<file path="src/rtl/ccst_pkg.sv">
// Shared types, constants and helpers for the conveyor color sort tracker.
package ccst_pkg;

  localparam int unsigned QueueDepthDef = 10;
  localparam int unsigned CfgIdxW       = 3;

  // Configuration register indexes
  localparam logic [CfgIdxW-1:0] REG_HOLDOFF  = 3'd0;
  localparam logic [CfgIdxW-1:0] REG_SCAN_WIN = 3'd1;
  localparam logic [CfgIdxW-1:0] REG_SAMPLE   = 3'd2;
  localparam logic [CfgIdxW-1:0] REG_DROP     = 3'd3;
  localparam logic [CfgIdxW-1:0] REG_CLEAR    = 3'd4;
  localparam logic [CfgIdxW-1:0] REG_MINCLR   = 3'd5;

  // Color codes
  localparam logic [1:0] COL_NONE  = 2'd0;
  localparam logic [1:0] COL_RED   = 2'd1;
  localparam logic [1:0] COL_GREEN = 2'd2;
  localparam logic [1:0] COL_BLUE  = 2'd3;

  // Gate positions
  localparam logic [1:0] GATE_CATCH = 2'd0;
  localparam logic [1:0] GATE_IDLE  = 2'd1;
  localparam logic [1:0] GATE_DROP  = 2'd2;

  // Commands from the controller to the datapath
  typedef struct packed {
    logic start;      // latch inputs, advance tick, entry/scan timing
    logic div_start;  // start normalizing one channel
    logic [1:0] div_sel;  // 0 red, 1 green, 2 blue
    logic classify;   // classify and push
    logic bin_start;  // start bin edge processing for bin_sel
    logic [1:0] bin_sel;
    logic scan_step;  // process one queue entry (index) for current scan
    logic shift_step; // move entry idx+1 into idx
    logic shift_done; // finish removal
    logic gate_tmo;   // drop gate timeouts
    logic want_clr;   // clear want bits
    logic publish;    // load output register
  } ccst_cmd_t;

  typedef struct packed {
    logic div_busy;
    logic bin_edge;   // falling edge on bin_sel
    logic hit;        // entry at idx matched current search
    logic match;      // entry at idx has the color of bin_sel
    logic last;       // idx is last valid entry
    logic empty;      // no entries
  } ccst_sts_t;

  function automatic logic is_past(input logic [31:0] now, input logic [31:0] dl);
    logic [31:0] d;
    d = now - dl;
    return (d != 32'd0) && !d[31];
  endfunction

endpackage

</file>
<file path="src/rtl/conveyor_color_sort_tracker_top.sv">
// Per request: three divider passes (red, green, blue), then classify and push,
// queue walks for bins, the end clear search, gate timeouts and the want walk.
// Throughput: one request at a time, the next taken the cycle after the result is loaded,
// also while that result waits in the result register.
// Reset (rst_n low, synchronous) clears timers, counts and totals and loads
// register defaults; queue contents are left as they are.
module conveyor_color_sort_tracker_top #(
  parameter int unsigned QUEUE_DEPTH = ccst_pkg::QueueDepthDef
) (
  input  logic        clk,
  input  logic        rst_n,
  input  logic        in_valid,
  output logic        in_stall,
  input  logic        in_entry_beam,
  input  logic        in_red_beam,
  input  logic        in_green_beam,
  input  logic        in_blue_beam,
  input  logic [15:0] in_raw_red,
  input  logic [15:0] in_raw_green,
  input  logic [15:0] in_raw_blue,
  input  logic [15:0] in_raw_clear,
  output logic        out_valid,
  input  logic        out_stall,
  output logic [1:0]  out_red_gate,
  output logic [1:0]  out_green_gate,
  output logic [1:0]  out_blue_gate,
  output logic        out_belt_on,
  output logic        out_scanning,
  output logic [3:0]  out_boxes_tracked,
  output logic [15:0] out_red_total,
  output logic [15:0] out_green_total,
  output logic [15:0] out_blue_total,
  input  logic        cfg_valid,
  output logic        cfg_ready,
  input  logic [ccst_pkg::CfgIdxW-1:0] cfg_index,
  input  logic [15:0] cfg_data
);
  import ccst_pkg::*;

  ccst_cmd_t cmd;
  ccst_sts_t sts;
  logic idx_clr, idx_inc;
  logic [1:0] mode;
  logic [$clog2(QUEUE_DEPTH+1)-1:0] idx;

  assign cfg_ready = 1'b1;

  ccst_ctrl u_ctrl (
    .clk(clk), .rst_n(rst_n),
    .in_valid(in_valid), .in_stall(in_stall),
    .out_valid(out_valid), .out_stall(out_stall),
    .cmd(cmd), .sts(sts),
    .idx_clr(idx_clr), .idx_inc(idx_inc), .mode(mode)
  );

  ccst_dp #(.QUEUE_DEPTH(QUEUE_DEPTH)) u_dp (
    .clk(clk), .rst_n(rst_n),
    .cmd(cmd), .sts(sts), .idx_o(idx),
    .idx_clr(idx_clr), .idx_inc(idx_inc), .mode(mode),
    .cfg_we(cfg_valid && cfg_ready), .cfg_idx(cfg_index), .cfg_data(cfg_data),
    .in_entry_beam(in_entry_beam), .in_red_beam(in_red_beam),
    .in_green_beam(in_green_beam), .in_blue_beam(in_blue_beam),
    .in_raw_red(in_raw_red), .in_raw_green(in_raw_green),
    .in_raw_blue(in_raw_blue), .in_raw_clear(in_raw_clear),
    .out_red_gate(out_red_gate), .out_green_gate(out_green_gate),
    .out_blue_gate(out_blue_gate), .out_belt_on(out_belt_on),
    .out_scanning(out_scanning), .out_boxes_tracked(out_boxes_tracked),
    .out_red_total(out_red_total), .out_green_total(out_green_total),
    .out_blue_total(out_blue_total)
  );

`ifndef SYNTHESIS
  // queue index never runs past the depth
  a_idx_range: assert property (@(posedge clk) disable iff (!rst_n)
    idx <= ($clog2(QUEUE_DEPTH+1))'(QUEUE_DEPTH)) else $error("queue index out of range");
  // a tracked count never exceeds the depth
  a_cnt: assert property (@(posedge clk) disable iff (!rst_n)
    out_boxes_tracked <= 4'(QUEUE_DEPTH)) else $error("queue overfilled");
  // no new request is taken while busy with one
  a_busy: assert property (@(posedge clk) disable iff (!rst_n)
    (in_valid && !in_stall) |=> in_stall) else $error("request taken while busy");
`endif
endmodule

</file>
<file path="src/rtl/ccst_div.sv">
// Restoring divider, one quotient bit per cycle: (raw*255)/clear.
module ccst_div (
  input  logic        clk,
  input  logic        rst_n,
  input  logic        start,
  input  logic [23:0] dividend,
  input  logic [15:0] divisor,
  output logic        busy,
  output logic [23:0] quot
);
  logic [4:0]  cnt_r, cnt_nxt;
  logic [23:0] q_r, q_nxt;
  logic [16:0] rem_r, rem_nxt;
  logic [16:0] trial;

  assign busy = (cnt_r != 5'd0);
  assign quot = q_r;
  assign trial = {rem_r[15:0], q_r[23]};

  // shift-subtract step
  always_comb begin
    cnt_nxt = cnt_r;
    q_nxt   = q_r;
    rem_nxt = rem_r;
    if (start) begin
      cnt_nxt = 5'd24;
      q_nxt   = dividend;
      rem_nxt = '0;
    end else if (busy) begin
      cnt_nxt = cnt_r - 5'd1;
      if (trial >= {1'b0, divisor}) begin
        rem_nxt = trial - {1'b0, divisor};
        q_nxt   = {q_r[22:0], 1'b1};
      end else begin
        rem_nxt = trial;
        q_nxt   = {q_r[22:0], 1'b0};
      end
    end
  end

  always_ff @(posedge clk) begin
    if (!rst_n) begin
      cnt_r <= '0;
    end else begin
      cnt_r <= cnt_nxt;
    end
    q_r   <= q_nxt;
    rem_r <= rem_nxt;
  end
endmodule

</file>
<file path="src/rtl/ccst_dp.sv">
// Datapath: timers, configuration, box queue, gates, totals and result register.
module ccst_dp #(
  parameter int unsigned QUEUE_DEPTH = ccst_pkg::QueueDepthDef
) (
  input  logic                  clk,
  input  logic                  rst_n,
  input  ccst_pkg::ccst_cmd_t   cmd,
  output ccst_pkg::ccst_sts_t   sts,
  output logic [$clog2(QUEUE_DEPTH+1)-1:0] idx_o,
  input  logic                  idx_clr,
  input  logic                  idx_inc,
  input  logic [1:0]            mode,     // 0 bin search, 1 end clear search, 2 want
  input  logic                  cfg_we,
  input  logic [2:0]            cfg_idx,
  input  logic [15:0]           cfg_data,
  input  logic                  in_entry_beam,
  input  logic                  in_red_beam,
  input  logic                  in_green_beam,
  input  logic                  in_blue_beam,
  input  logic [15:0]           in_raw_red,
  input  logic [15:0]           in_raw_green,
  input  logic [15:0]           in_raw_blue,
  input  logic [15:0]           in_raw_clear,
  output logic [1:0]            out_red_gate,
  output logic [1:0]            out_green_gate,
  output logic [1:0]            out_blue_gate,
  output logic                  out_belt_on,
  output logic                  out_scanning,
  output logic [3:0]            out_boxes_tracked,
  output logic [15:0]           out_red_total,
  output logic [15:0]           out_green_total,
  output logic [15:0]           out_blue_total
);
  import ccst_pkg::*;

  localparam int unsigned CntW = $clog2(QUEUE_DEPTH+1);
  localparam int unsigned IdxW = (QUEUE_DEPTH > 1) ? $clog2(QUEUE_DEPTH) : 1;

  // configuration
  logic [15:0] holdoff_r, scanwin_r, sample_r, drophold_r, endclr_r, minclr_r;
  // timing state
  logic [31:0] now_r, last_entry_r, scan_dl_r, last_sample_r;
  logic        scan_open_r, sample_now_r;
  // latched input
  logic [2:0]  beam_r, prev_beam_r;
  logic [15:0] rr_r, rg_r, rb_r, rc_r;
  // queue
  logic [1:0]  q_color_r [QUEUE_DEPTH];
  logic [1:0]  q_zone_r  [QUEUE_DEPTH];
  logic [31:0] q_dl_r    [QUEUE_DEPTH];
  logic [CntW-1:0] count_r;
  logic [CntW-1:0] idx_r;
  // gates and totals
  logic [2:0]  drop_r;
  logic [31:0] drop_dl_r [3];
  logic [15:0] tot_r [3];
  logic [2:0]  want_r;
  // normalized channels
  logic [23:0] nr_r, ng_r, nb_r;
  logic        div_busy;
  logic [23:0] div_q, div_dvd;
  logic [1:0]  div_sel_r;
  logic        div_busy_d_r;

  logic [IdxW-1:0] ix, ix1;
  logic [1:0]  ent_col, ent_zone;
  logic [31:0] ent_dl;
  logic [1:0]  col;

  assign idx_o = idx_r;
  assign ix  = idx_r[IdxW-1:0];
  assign ix1 = IdxW'(idx_r + CntW'(1));
  assign ent_col  = q_color_r[ix];
  assign ent_zone = q_zone_r[ix];
  assign ent_dl   = q_dl_r[ix];

  // divider operand select from the latched request
  always_comb begin
    case (cmd.div_sel)
      2'd0:    div_dvd = {8'd0, rr_r};
      2'd1:    div_dvd = {8'd0, rg_r};
      default: div_dvd = {8'd0, rb_r};
    endcase
    div_dvd = (div_dvd << 8) - div_dvd;
  end

  ccst_div u_div (
    .clk     (clk),
    .rst_n   (rst_n),
    .start   (cmd.div_start),
    .dividend(div_dvd),
    .divisor (rc_r),
    .busy    (div_busy),
    .quot    (div_q)
  );

  // classification from normalized channels
  always_comb begin
    logic [23:0] r, g, b;
    r = (rc_r == 16'd0) ? 24'd0 : nr_r;
    g = (rc_r == 16'd0) ? 24'd0 : ng_r;
    b = (rc_r == 16'd0) ? 24'd0 : nb_r;
    col = COL_NONE;
    if (rc_r < minclr_r) col = COL_NONE;
    else if (r >= 24'd170 && g <= 24'd50 && b <= 24'd50) col = COL_RED;
    else if (g > r && g >= 24'd105 && b <= 24'd48) col = COL_GREEN;
    else if (r <= 24'd62 && b > r && (b - r) >= 24'd35 && g > r) col = COL_BLUE;
  end

  // status toward controller
  always_comb begin
    sts.div_busy = div_busy;
    sts.bin_edge = !beam_r[cmd.bin_sel] && prev_beam_r[cmd.bin_sel];
    sts.empty    = (count_r == '0);
    sts.last     = (idx_r + CntW'(1) >= count_r);
    sts.match    = (ent_col == cmd.bin_sel + 2'd1);
    case (mode)
      2'd0:    sts.hit = (ent_zone == cmd.bin_sel);
      2'd1:    sts.hit = (ent_zone == 2'd3) && is_past(now_r, ent_dl);
      default: sts.hit = 1'b0;
    endcase
  end

  always_ff @(posedge clk) begin
    if (!rst_n) begin
      holdoff_r <= 16'd2000; scanwin_r <= 16'd1500; sample_r <= 16'd50;
      drophold_r <= 16'd1000; endclr_r <= 16'd8000; minclr_r <= 16'd280;
      now_r <= '0; last_entry_r <= '0; scan_dl_r <= '0; last_sample_r <= '0;
      scan_open_r <= 1'b0; sample_now_r <= 1'b0;
      prev_beam_r <= 3'b111; beam_r <= 3'b111;
      count_r <= '0; idx_r <= '0;
      drop_r <= '0; want_r <= '0;
      for (int k = 0; k < 3; k++) begin
        drop_dl_r[k] <= '0;
        tot_r[k] <= '0;
      end
      out_red_gate <= GATE_IDLE; out_green_gate <= GATE_IDLE; out_blue_gate <= GATE_IDLE;
      out_belt_on <= 1'b0; out_scanning <= 1'b0; out_boxes_tracked <= '0;
      out_red_total <= '0; out_green_total <= '0; out_blue_total <= '0;
      div_sel_r <= '0; div_busy_d_r <= 1'b0;
    end else begin
      // register writes
      if (cfg_we) begin
        unique case (cfg_idx)
          REG_HOLDOFF:  holdoff_r  <= cfg_data;
          REG_SCAN_WIN: scanwin_r  <= cfg_data;
          REG_SAMPLE:   sample_r   <= cfg_data;
          REG_DROP:     drophold_r <= cfg_data;
          REG_CLEAR:    endclr_r   <= cfg_data;
          REG_MINCLR:   minclr_r   <= cfg_data;
          default: ;
        endcase
      end
      // index counter
      if (idx_clr) idx_r <= '0;
      else if (idx_inc) idx_r <= idx_r + CntW'(1);
      // capture quotient at divider finish
      div_busy_d_r <= div_busy;
      if (cmd.div_start) div_sel_r <= cmd.div_sel;
      if (div_busy_d_r && !div_busy) begin
        case (div_sel_r)
          2'd0:    nr_r <= div_q;
          2'd1:    ng_r <= div_q;
          default: nb_r <= div_q;
        endcase
      end
      // tick start: entry and sample timing
      if (cmd.start) begin
        logic [31:0] n;
        logic        so;
        n  = now_r + 32'd1;
        so = scan_open_r;
        now_r <= n;
        beam_r <= {in_blue_beam, in_green_beam, in_red_beam};
        rr_r <= in_raw_red; rg_r <= in_raw_green; rb_r <= in_raw_blue;
        rc_r <= in_raw_clear;
        if (!in_entry_beam && (n - last_entry_r) > {16'd0, holdoff_r}) begin
          last_entry_r <= n;
          so = 1'b1;
          scan_dl_r <= n + {16'd0, scanwin_r};
        end
        scan_open_r <= so;
        sample_now_r <= so && ((n - last_sample_r) > {16'd0, sample_r});
        if (so && ((n - last_sample_r) > {16'd0, sample_r})) last_sample_r <= n;
      end
      // classify and push, then scan timeout
      if (cmd.classify) begin
        logic so;
        so = scan_open_r;
        if (sample_now_r && col != COL_NONE && count_r < CntW'(QUEUE_DEPTH)) begin
          q_color_r[count_r[IdxW-1:0]] <= col;
          q_zone_r[count_r[IdxW-1:0]]  <= 2'd0;
          q_dl_r[count_r[IdxW-1:0]]    <= '0;
          count_r <= count_r + CntW'(1);
          so = 1'b0;
        end
        if (so && is_past(now_r, scan_dl_r)) so = 1'b0;
        scan_open_r <= so;
      end
      // bin hit on entry idx: drop or advance
      if (cmd.scan_step && mode == 2'd0) begin
        if (ent_col == cmd.bin_sel + 2'd1) begin
          if (tot_r[cmd.bin_sel] != 16'hFFFF) tot_r[cmd.bin_sel] <= tot_r[cmd.bin_sel] + 16'd1;
          drop_r[cmd.bin_sel] <= 1'b1;
          drop_dl_r[cmd.bin_sel] <= now_r + {16'd0, drophold_r};
        end else begin
          q_zone_r[ix] <= cmd.bin_sel + 2'd1;
          if (cmd.bin_sel == 2'd2) q_dl_r[ix] <= now_r + {16'd0, endclr_r};
        end
      end
      // want accumulation over entries
      if (cmd.want_clr) want_r <= '0;
      if (cmd.scan_step && mode == 2'd2) begin
        for (int k = 0; k < 3; k++)
          if (ent_zone <= 2'(k) && ent_col == 2'(k + 1)) want_r[k] <= 1'b1;
      end
      // compaction step
      if (cmd.shift_step) begin
        q_color_r[ix] <= q_color_r[ix1];
        q_zone_r[ix]  <= q_zone_r[ix1];
        q_dl_r[ix]    <= q_dl_r[ix1];
      end
      if (cmd.shift_done) count_r <= count_r - CntW'(1);
      if (cmd.gate_tmo) begin
        for (int k = 0; k < 3; k++)
          if (drop_r[k] && is_past(now_r, drop_dl_r[k])) drop_r[k] <= 1'b0;
      end
      // result register
      if (cmd.publish) begin
        prev_beam_r <= beam_r;
        out_red_gate   <= drop_r[0] ? GATE_DROP : (want_r[0] ? GATE_CATCH : GATE_IDLE);
        out_green_gate <= drop_r[1] ? GATE_DROP : (want_r[1] ? GATE_CATCH : GATE_IDLE);
        out_blue_gate  <= drop_r[2] ? GATE_DROP : (want_r[2] ? GATE_CATCH : GATE_IDLE);
        out_belt_on    <= !scan_open_r && (count_r != '0);
        out_scanning   <= scan_open_r;
        out_boxes_tracked <= 4'(count_r);
        out_red_total   <= tot_r[0];
        out_green_total <= tot_r[1];
        out_blue_total  <= tot_r[2];
      end
    end
  end
endmodule

</file>
<file path="src/rtl/ccst_ctrl.sv">
// Controller: sequences one tick through normalize, classify, bins, clear, gates, want and publish.
module ccst_ctrl (
  input  logic                clk,
  input  logic                rst_n,
  input  logic                in_valid,
  output logic                in_stall,
  output logic                out_valid,
  input  logic                out_stall,
  output ccst_pkg::ccst_cmd_t cmd,
  input  ccst_pkg::ccst_sts_t sts,
  output logic                idx_clr,
  output logic                idx_inc,
  output logic [1:0]          mode
);
  import ccst_pkg::*;

  typedef enum logic [3:0] {
    S_IDLE, S_DIV, S_DIVW, S_CLASS, S_BIN, S_BSCAN, S_ESCAN, S_SHIFT,
    S_GATE, S_WANT, S_PUB
  } state_t;

  state_t state_r;
  logic [1:0] dsel_r, bsel_r;
  logic       in_end_r;   // removal belongs to end-clear search
  logic       out_valid_r;

  assign out_valid = out_valid_r;
  assign in_stall  = (state_r != S_IDLE);

  // command decode
  always_comb begin
    cmd = '0;
    cmd.div_sel = dsel_r;
    cmd.bin_sel = bsel_r;
    idx_clr = 1'b0;
    idx_inc = 1'b0;
    mode = 2'd0;
    unique case (state_r)
      S_IDLE:  begin cmd.start = in_valid && !in_stall; end
      S_DIV:   begin cmd.div_start = 1'b1; end
      S_DIVW:  ;
      S_CLASS: begin cmd.classify = 1'b1; idx_clr = 1'b1; end
      S_BIN:   begin idx_clr = 1'b1; end
      S_BSCAN: begin
        mode = 2'd0;
        if (!sts.empty && sts.hit) begin
          cmd.scan_step = 1'b1;
          // a box moved on leaves the walk for the next bin
          if (!sts.match) idx_clr = 1'b1;
        end else if (!sts.empty && !sts.last) idx_inc = 1'b1;
        else idx_clr = 1'b1;
      end
      S_ESCAN: begin
        mode = 2'd1;
        if (!sts.empty && !sts.hit && !sts.last) idx_inc = 1'b1;
      end
      S_SHIFT: begin
        if (sts.last) begin cmd.shift_done = 1'b1; idx_clr = 1'b1; end
        else begin cmd.shift_step = 1'b1; idx_inc = 1'b1; end
      end
      S_GATE:  begin cmd.gate_tmo = 1'b1; cmd.want_clr = 1'b1; idx_clr = 1'b1; end
      S_WANT:  begin
        mode = 2'd2;
        if (!sts.empty) cmd.scan_step = 1'b1;
        if (!sts.empty && !sts.last) idx_inc = 1'b1;
      end
      // load the result register once the previous result has left
      S_PUB:   begin cmd.publish = !out_valid_r || !out_stall; end
      default: ;
    endcase
  end

  always_ff @(posedge clk) begin
    if (!rst_n) begin
      state_r <= S_IDLE;
      dsel_r <= '0;
      bsel_r <= '0;
      in_end_r <= 1'b0;
      out_valid_r <= 1'b0;
    end else begin
      if (state_r == S_PUB && cmd.publish) out_valid_r <= 1'b1;
      else if (out_valid_r && !out_stall) out_valid_r <= 1'b0;
      unique case (state_r)
        S_IDLE: if (in_valid && !in_stall) begin
          dsel_r <= '0;
          state_r <= S_DIV;
        end
        S_DIV: state_r <= S_DIVW;
        S_DIVW: if (!sts.div_busy) begin
          if (dsel_r == 2'd2) state_r <= S_CLASS;
          else begin dsel_r <= dsel_r + 2'd1; state_r <= S_DIV; end
        end
        S_CLASS: begin bsel_r <= '0; state_r <= S_BIN; end
        S_BIN: begin
          if (sts.bin_edge) state_r <= S_BSCAN;
          else if (bsel_r == 2'd2) state_r <= S_ESCAN;
          else bsel_r <= bsel_r + 2'd1;
        end
        S_BSCAN: begin
          if (!sts.empty && sts.hit && sts.match) begin
            in_end_r <= 1'b0;
            state_r <= S_SHIFT;
          end else if ((!sts.empty && sts.hit) || sts.empty || sts.last) begin
            state_r <= (bsel_r == 2'd2) ? S_ESCAN : S_BIN;
            if (bsel_r != 2'd2) bsel_r <= bsel_r + 2'd1;
          end
        end
        S_ESCAN: begin
          if (!sts.empty && sts.hit) begin in_end_r <= 1'b1; state_r <= S_SHIFT; end
          else if (sts.empty || sts.last) state_r <= S_GATE;
        end
        S_SHIFT: if (sts.last) begin
          if (in_end_r) state_r <= S_GATE;
          else if (bsel_r == 2'd2) state_r <= S_ESCAN;
          else begin bsel_r <= bsel_r + 2'd1; state_r <= S_BIN; end
        end
        S_GATE: state_r <= S_WANT;
        S_WANT: if (sts.empty || sts.last) state_r <= S_PUB;
        S_PUB: if (cmd.publish) state_r <= S_IDLE;
        default: state_r <= S_IDLE;
      endcase
    end
  end
endmodule
</file>
<file path="config.mk">
export PLATFORM = sky130hd
export DESIGN_NAME = conveyor_color_sort_tracker_top
export DESIGN_NICKNAME = d
export VERILOG_FILES = /design/src/rtl/ccst_pkg.sv /design/src/rtl/conveyor_color_sort_tracker_top.sv /design/src/rtl/ccst_div.sv /design/src/rtl/ccst_dp.sv /design/src/rtl/ccst_ctrl.sv
export SDC_FILE = /design/constraint.sdc
export NUM_CORES = 2
export LEC_CHECK = 0
export ABC_CLOCK_PERIOD_IN_PS = 24500
export BUFFER_PORTS_ARGS = -buffer_cell sky130_fd_sc_hd__buf_2
export CORE_UTILIZATION = 50
export CTS_CLUSTER_SIZE = 40
export DETAILED_ROUTE_END_ITERATION = 6
export GPL_TIMING_DRIVEN = 1
export PLACE_DENSITY = 0.64
export SLEW_MARGIN = 20
export SYNTH_ARGS = -nofsm -noshare
export SYNTH_HDL_FRONTEND = slang
export SYNTH_HIERARCHICAL = 1
export SYNTH_SLANG_ARGS = --single-unit
</file>
<file path="constraint.sdc">
create_clock -name clk -period 24.5 [get_ports clk]
set_clock_uncertainty 0.15 [all_clocks]
set_input_delay 1.225 -clock clk [delete_from_list [all_inputs] [get_ports clk]]
set_output_delay 1.225 -clock clk [all_outputs]
set_load 0.01 [all_outputs]
</file>
## After elaboration in Yosys (flattened, before gate mapping)

Memories as Yosys holds them, arrays and structs flattened. A register that Yosys moved wholly into a read port is not among the register bits.
Cells that the tools add are included.

- Flip-flop bits (word level): 452
- RAM bits: 504
- Input port bits: 92
- Output and inout port bits: 63
- Word-level logic and storage cells: 400
- Memories kept: 5

- Add/sub/neg operators: 21
- $lt $le $gt $ge: 20
- Equality and inequality tests: 45
- Muxes and demuxes: 152
- Bitwise logic cells: 5
- Reduce and logical (&&, ||, !) cells: 110

Memories:

| name | words | bits a word | rd ports | clocked after memory_dff | wr ports | line | text |
|---|---|---|---|---|---|---|---|
| u_dp.q_dl_r | 10 | 32 | 2 | 1 | 1 | ccst_dp.sv:50 | `logic [31:0] q_dl_r [QUEUE_DEPTH];` |
| u_dp.drop_dl_r | 3 | 32 | 3 | 0 | 3 | ccst_dp.sv:55 | `logic [31:0] drop_dl_r [3];` |
| u_dp.tot_r | 3 | 16 | 4 | 4 | 3 | ccst_dp.sv:56 | `logic [15:0] tot_r [3];` |
| u_dp.q_color_r | 10 | 2 | 2 | 1 | 1 | ccst_dp.sv:48 | `logic [1:0] q_color_r [QUEUE_DEPTH];` |
| u_dp.q_zone_r | 10 | 2 | 2 | 1 | 1 | ccst_dp.sv:49 | `logic [1:0] q_zone_r [QUEUE_DEPTH];` |

Operators by type and width:

| cell | number |
|---|---|
| $sub A32 B32 Y32 | 7 |
| $reduce_bool A32 Y1 | 5 |
| $mux W24 | 5 |
| $add A32 B16 Y32 | 3 |
| $le A24 B6 Y1 const B | 4 |
| $mux W32 | 3 |
| $mux W4 | 24 |
| $mux W1 | 70 |
| $gt A32 B16 Y1 | 2 |
| $reduce_or A32 Y1 | 2 |
| $mux W2 | 28 |
| $gt A24 B24 Y1 | 2 |
| $pmux W4 S11 | 1 |
| $logic_and A1 B1 Y1 | 38 |
| $add A32 B1 Y32 const B | 1 |
| $mux W16 | 2 |
| $pmux W16 S2 | 1 |
| $ge A24 B6 Y1 const B | 1 |
| $ge A24 B7 Y1 const B | 1 |
| $ge A24 B8 Y1 const B | 1 |
| $sub A24 B16 Y24 | 1 |
| $sub A24 B24 Y24 | 1 |
| $reduce_and A2 Y1 | 10 |
| $logic_not A1 Y1 | 18 |
| other kinds (56) | 122 |

## Depth between registers and ports, before layout

- Word-level depth: 19
- Gate-level depth with buffers: 31
- Depth with buffers taken out: 28

## Cells and area by module

The synthesis kept the hierarchy.

By module, submodules not included:

| module | instances | cells each | area an instance (um^2) | seq. area each (um^2) |
|---|---|---|---|---|
| ccst_dp | 1 | 6429 | 61965.7 | 25964.9 |
| ccst_div | 1 | 297 | 2854.0 | 1141.1 |
| ccst_ctrl | 1 | 127 | 978.4 | 200.2 |
| conveyor_color_sort_tracker_top | 1 | 2 | 11.3 | 0.0 |

## Worst setup path before layout

OpenSTA, ideal clock, no wires.

- Path kind: register to register
- Start: register with a tool-made name
- End: memory u_dp.q_dl_r[1][0] (enable)
- Setup time: 0.466 ns
- Arrival: 8.262 ns
- Data required time: 23.884 ns
- Setup slack: 15.623 ns
- Stages on the path, launching flop included: 29
- Path buffers: 4
- Clock period less this slack: 8.877 ns
- Cells stage by stage: dfxtp_1 > buf_2 > buf_1 > buf_1 > buf_1 > mux4_2 > mux2_2 > o21ai_0 > ha_1 > nor2b_1 > o31ai_1 > a31oi_1 > o31a_1 > o31ai_1 > o21ai_0 > nor4_1 > o31ai_1 > xnor2_1 > o2111ai_1 > o21ai_0 > o211ai_1 > nand2_1 > a211oi_1 > nand2_1 > nor2_1 > o21ai_0 > nor3_1 > nand3_1 > o21ai_0

RTL lines:

| element | line |
|---|---|
| end: declaration | ccst_dp.sv:50 |

==> impl_metrics.yaml <==
routing:
  routed_wl_um: 198000
  drtAntennaViolNets: 0
  dr.pass1.iters: 7
  vias: 53867
  routedWlPerCell_um: 22.7
  viasPerCell: 6.16
  drc: 0
  drtIter0Drc: 5786
worst_setup_path:
  crit_family: "compound AO/OA/AOI/OAI gates"
  cp_common_cell: "o21ai_0"
  crit_arrival_ns: 10.43
  critPathMaxFanout: 50
  cp_slowest_stage_delay_ns: 0.94
  cp.required_ns: 24.71
  crit_type: "register to register"
  crit_path_end_kind: "register"
  start_kind: "register"
  cp_num_buf_inv: 2
  slowest_stage: "nand3_2"
floorplan:
  boundaryPins: 155
  die_x_um: 365
  num_rows: 132
  initial_core_util: 0.506
  core_um2: 130000
  fp.dieH_um: 365
  dieArea_um2: 133000
clock_tree:
  cts-hold-fix-buffers: 0
  cts_buffers: 110
  cts_tree: "done"
  post_cts_buffers: 0
  clockBufferDepth: 3
  cts.sinks: 1024
  cts_max_level: 3
  cts_root_buf: "clkbuf_16"
  cts_resized: 0
  clk_latency_ns: 0.75
  path_clk_slew_ns: 0.06
layout:
  final_layout_size_suffix_gt1_frac: 0.110
  syn2layout_area_growth_pct: 9.98
  layout.nets: 7417
  finalNonFillerCells: 8747
synthesis:
  synth_nets: 7358
  syn_avg_cell_area_um2: 9.60
  syn_area_um2: 65800
  yosysWarnings: 6
  syn_inst: 6853
global_route:
  grt-busiest-layer: "met2"
  track_usage: 0.292
  antenna_found_initial: 6
  use_met3: 0.0536
  grt_start_max_net_pins: 112
  use_met2: 0.451
  grt_pass1_vias: 50586
  grt_pass1_wl_um: 301000
  gr-total-overflow: 0
  met1_usage: 0.416
sta:
  final.setup.tns_ns: 0
  setup_viol: 0
  period_share: 0.417
  final_hold_viol_count: 0
  max_freq_mhz: 97.8
  finalCriticalPeriod_ns: 10.23
  worst_pin_slew_ns: 1.15
  setup_ws_ns: 14.27
  rsz0062_at_grt: "no"
  drv_slew: 0
  slew_headroom: 0.222
status:
  outcome: "finished, final reports clean"
placement:
  pre_cts_slack_ns: 14.37
  globalplace.congestion: 0.960
  dp_cells: 8541
  hpwl_um: 143000
  port_buffers: 153
run:
  maxCapViolations: 0
pwr:
  finalPower_mw: 4.80
  p_leak_nw: 27.4
  irDropWorstVdd_v: 0.0000644
  pwr_density_cell_nw_per_um2: 66.3
worst_hold_path:
  hold_class: "register to register"
cell usage in the layout, fill, tap and decap left out, types with 21 or more instances in the layout:
cell       instances
nor2_1           923
xor2_1           102
o31ai_1           48
a2111oi_0         21
a31oi_1           42
or3_1             53
nand3_1          136
o21a_1            74
a211oi_1         148
nor3_1           162
a21o_1            94
edfxtp_1         680
and2_1            70
mux2_2            65
mux4_2           160
nor4_1            49
ha_1             399
nand2_1          572
buf_4            108
clkbuf_1          31
nor2b_1          115
dfxtp_1          338
o21ai_0          255
nand3b_1          23
nand4_1           62
o2111ai_1         24
inv_1            425
xnor2_1          167
and3_1            49
a21oi_1          429
o211ai_1          58
nor3b_1           25
buf_2            152
mux2i_1          234
clkbuf_16        116
nand2b_1          85
o21bai_1          28
or2_2             26
report_power, final:
group | total, mW | switching [mW] | internal [mW] | leakage [nW]
combinational | 1.04 | 0.625 | 0.420 | 16.4
sequential | 2.05 | 0.0887 | 1.96 | 9.27
clock | 1.71 | 0.725 | 0.984 | 1.79
total | 4.80 | 1.44 | 3.36 | 27.4
routing by layer:
| layer | wire, um | up-vias |
|---|---|---|
| li1 | - | 25166 |
| met1 | 86900 | 26315 |
| met2 | 88400 | 2128 |
| met3 | 18000 | 258 |
| met4 | 5030 | 0 |
| met5 | 0 | - |
worst paths after layout:
kind | from | to | slack (ns) | cells past startpoint
hold / removal | u_dp/sample_r[12] | u_dp/sample_r[12] | 0.30 | 2
hold reg to reg | u_dp/sample_r[12] | u_dp/sample_r[12] | 0.30 | 2
setup / recovery | register | u_dp/q_dl_r[4][20] | 14.27 | 26
setup reg to reg | register | u_dp/q_dl_r[4][20] | 14.27 | 26
layout make-up:
class                           count  area, um^2
Antenna cell                        1        2.50
Timing Repair Buffer              261        1600
Clock inverter                     47         531
Clock buffer                      157        3160
Multi-Input combinational cell   5088       36000
Tap cell                         1742        2180
Inverter                          427        1610
Sequential cell                  1024       27300
Fill cell                       11519       57600
metrics by stage:
stage	hold slack, ns	cell area, um^2	util
2_1_floorplan	0.282	65800	-
3_3_place_gp	0.294	68600	0.528
3_5_place_dp	0.297	68600	0.528
4_1_cts	0.304	72300	0.556
5_1_grt	0.327	72400	0.557
6_report	0.304	72400	0.557
registers in the layout, indices dropped and copies added, names as in the netlist, 20 cells and up, named ones only:
name                flops
u_dp/nr_r              24
u_dp/last_entry_r      32
u_dp/nb_r              24
u_dp/scan_dl_r         32
u_dp/q_color_r         20
u_dp/tot_r             64
u_dp/now_r             32
u_dp/q_zone_r          20
u_dp/u_div/quot        24
u_dp/ng_r              24
u_dp/q_dl_r           320
u_dp/drop_dl_r         96
u_dp/last_sample_r     32
worst min-delay path, stage by stage, from the launching register on:
cell and delay [ns]:
dfxtp_1 0.31, nand2_1 0.05, a21oi_1 0.05
Power figures use the tool's default switching activity.
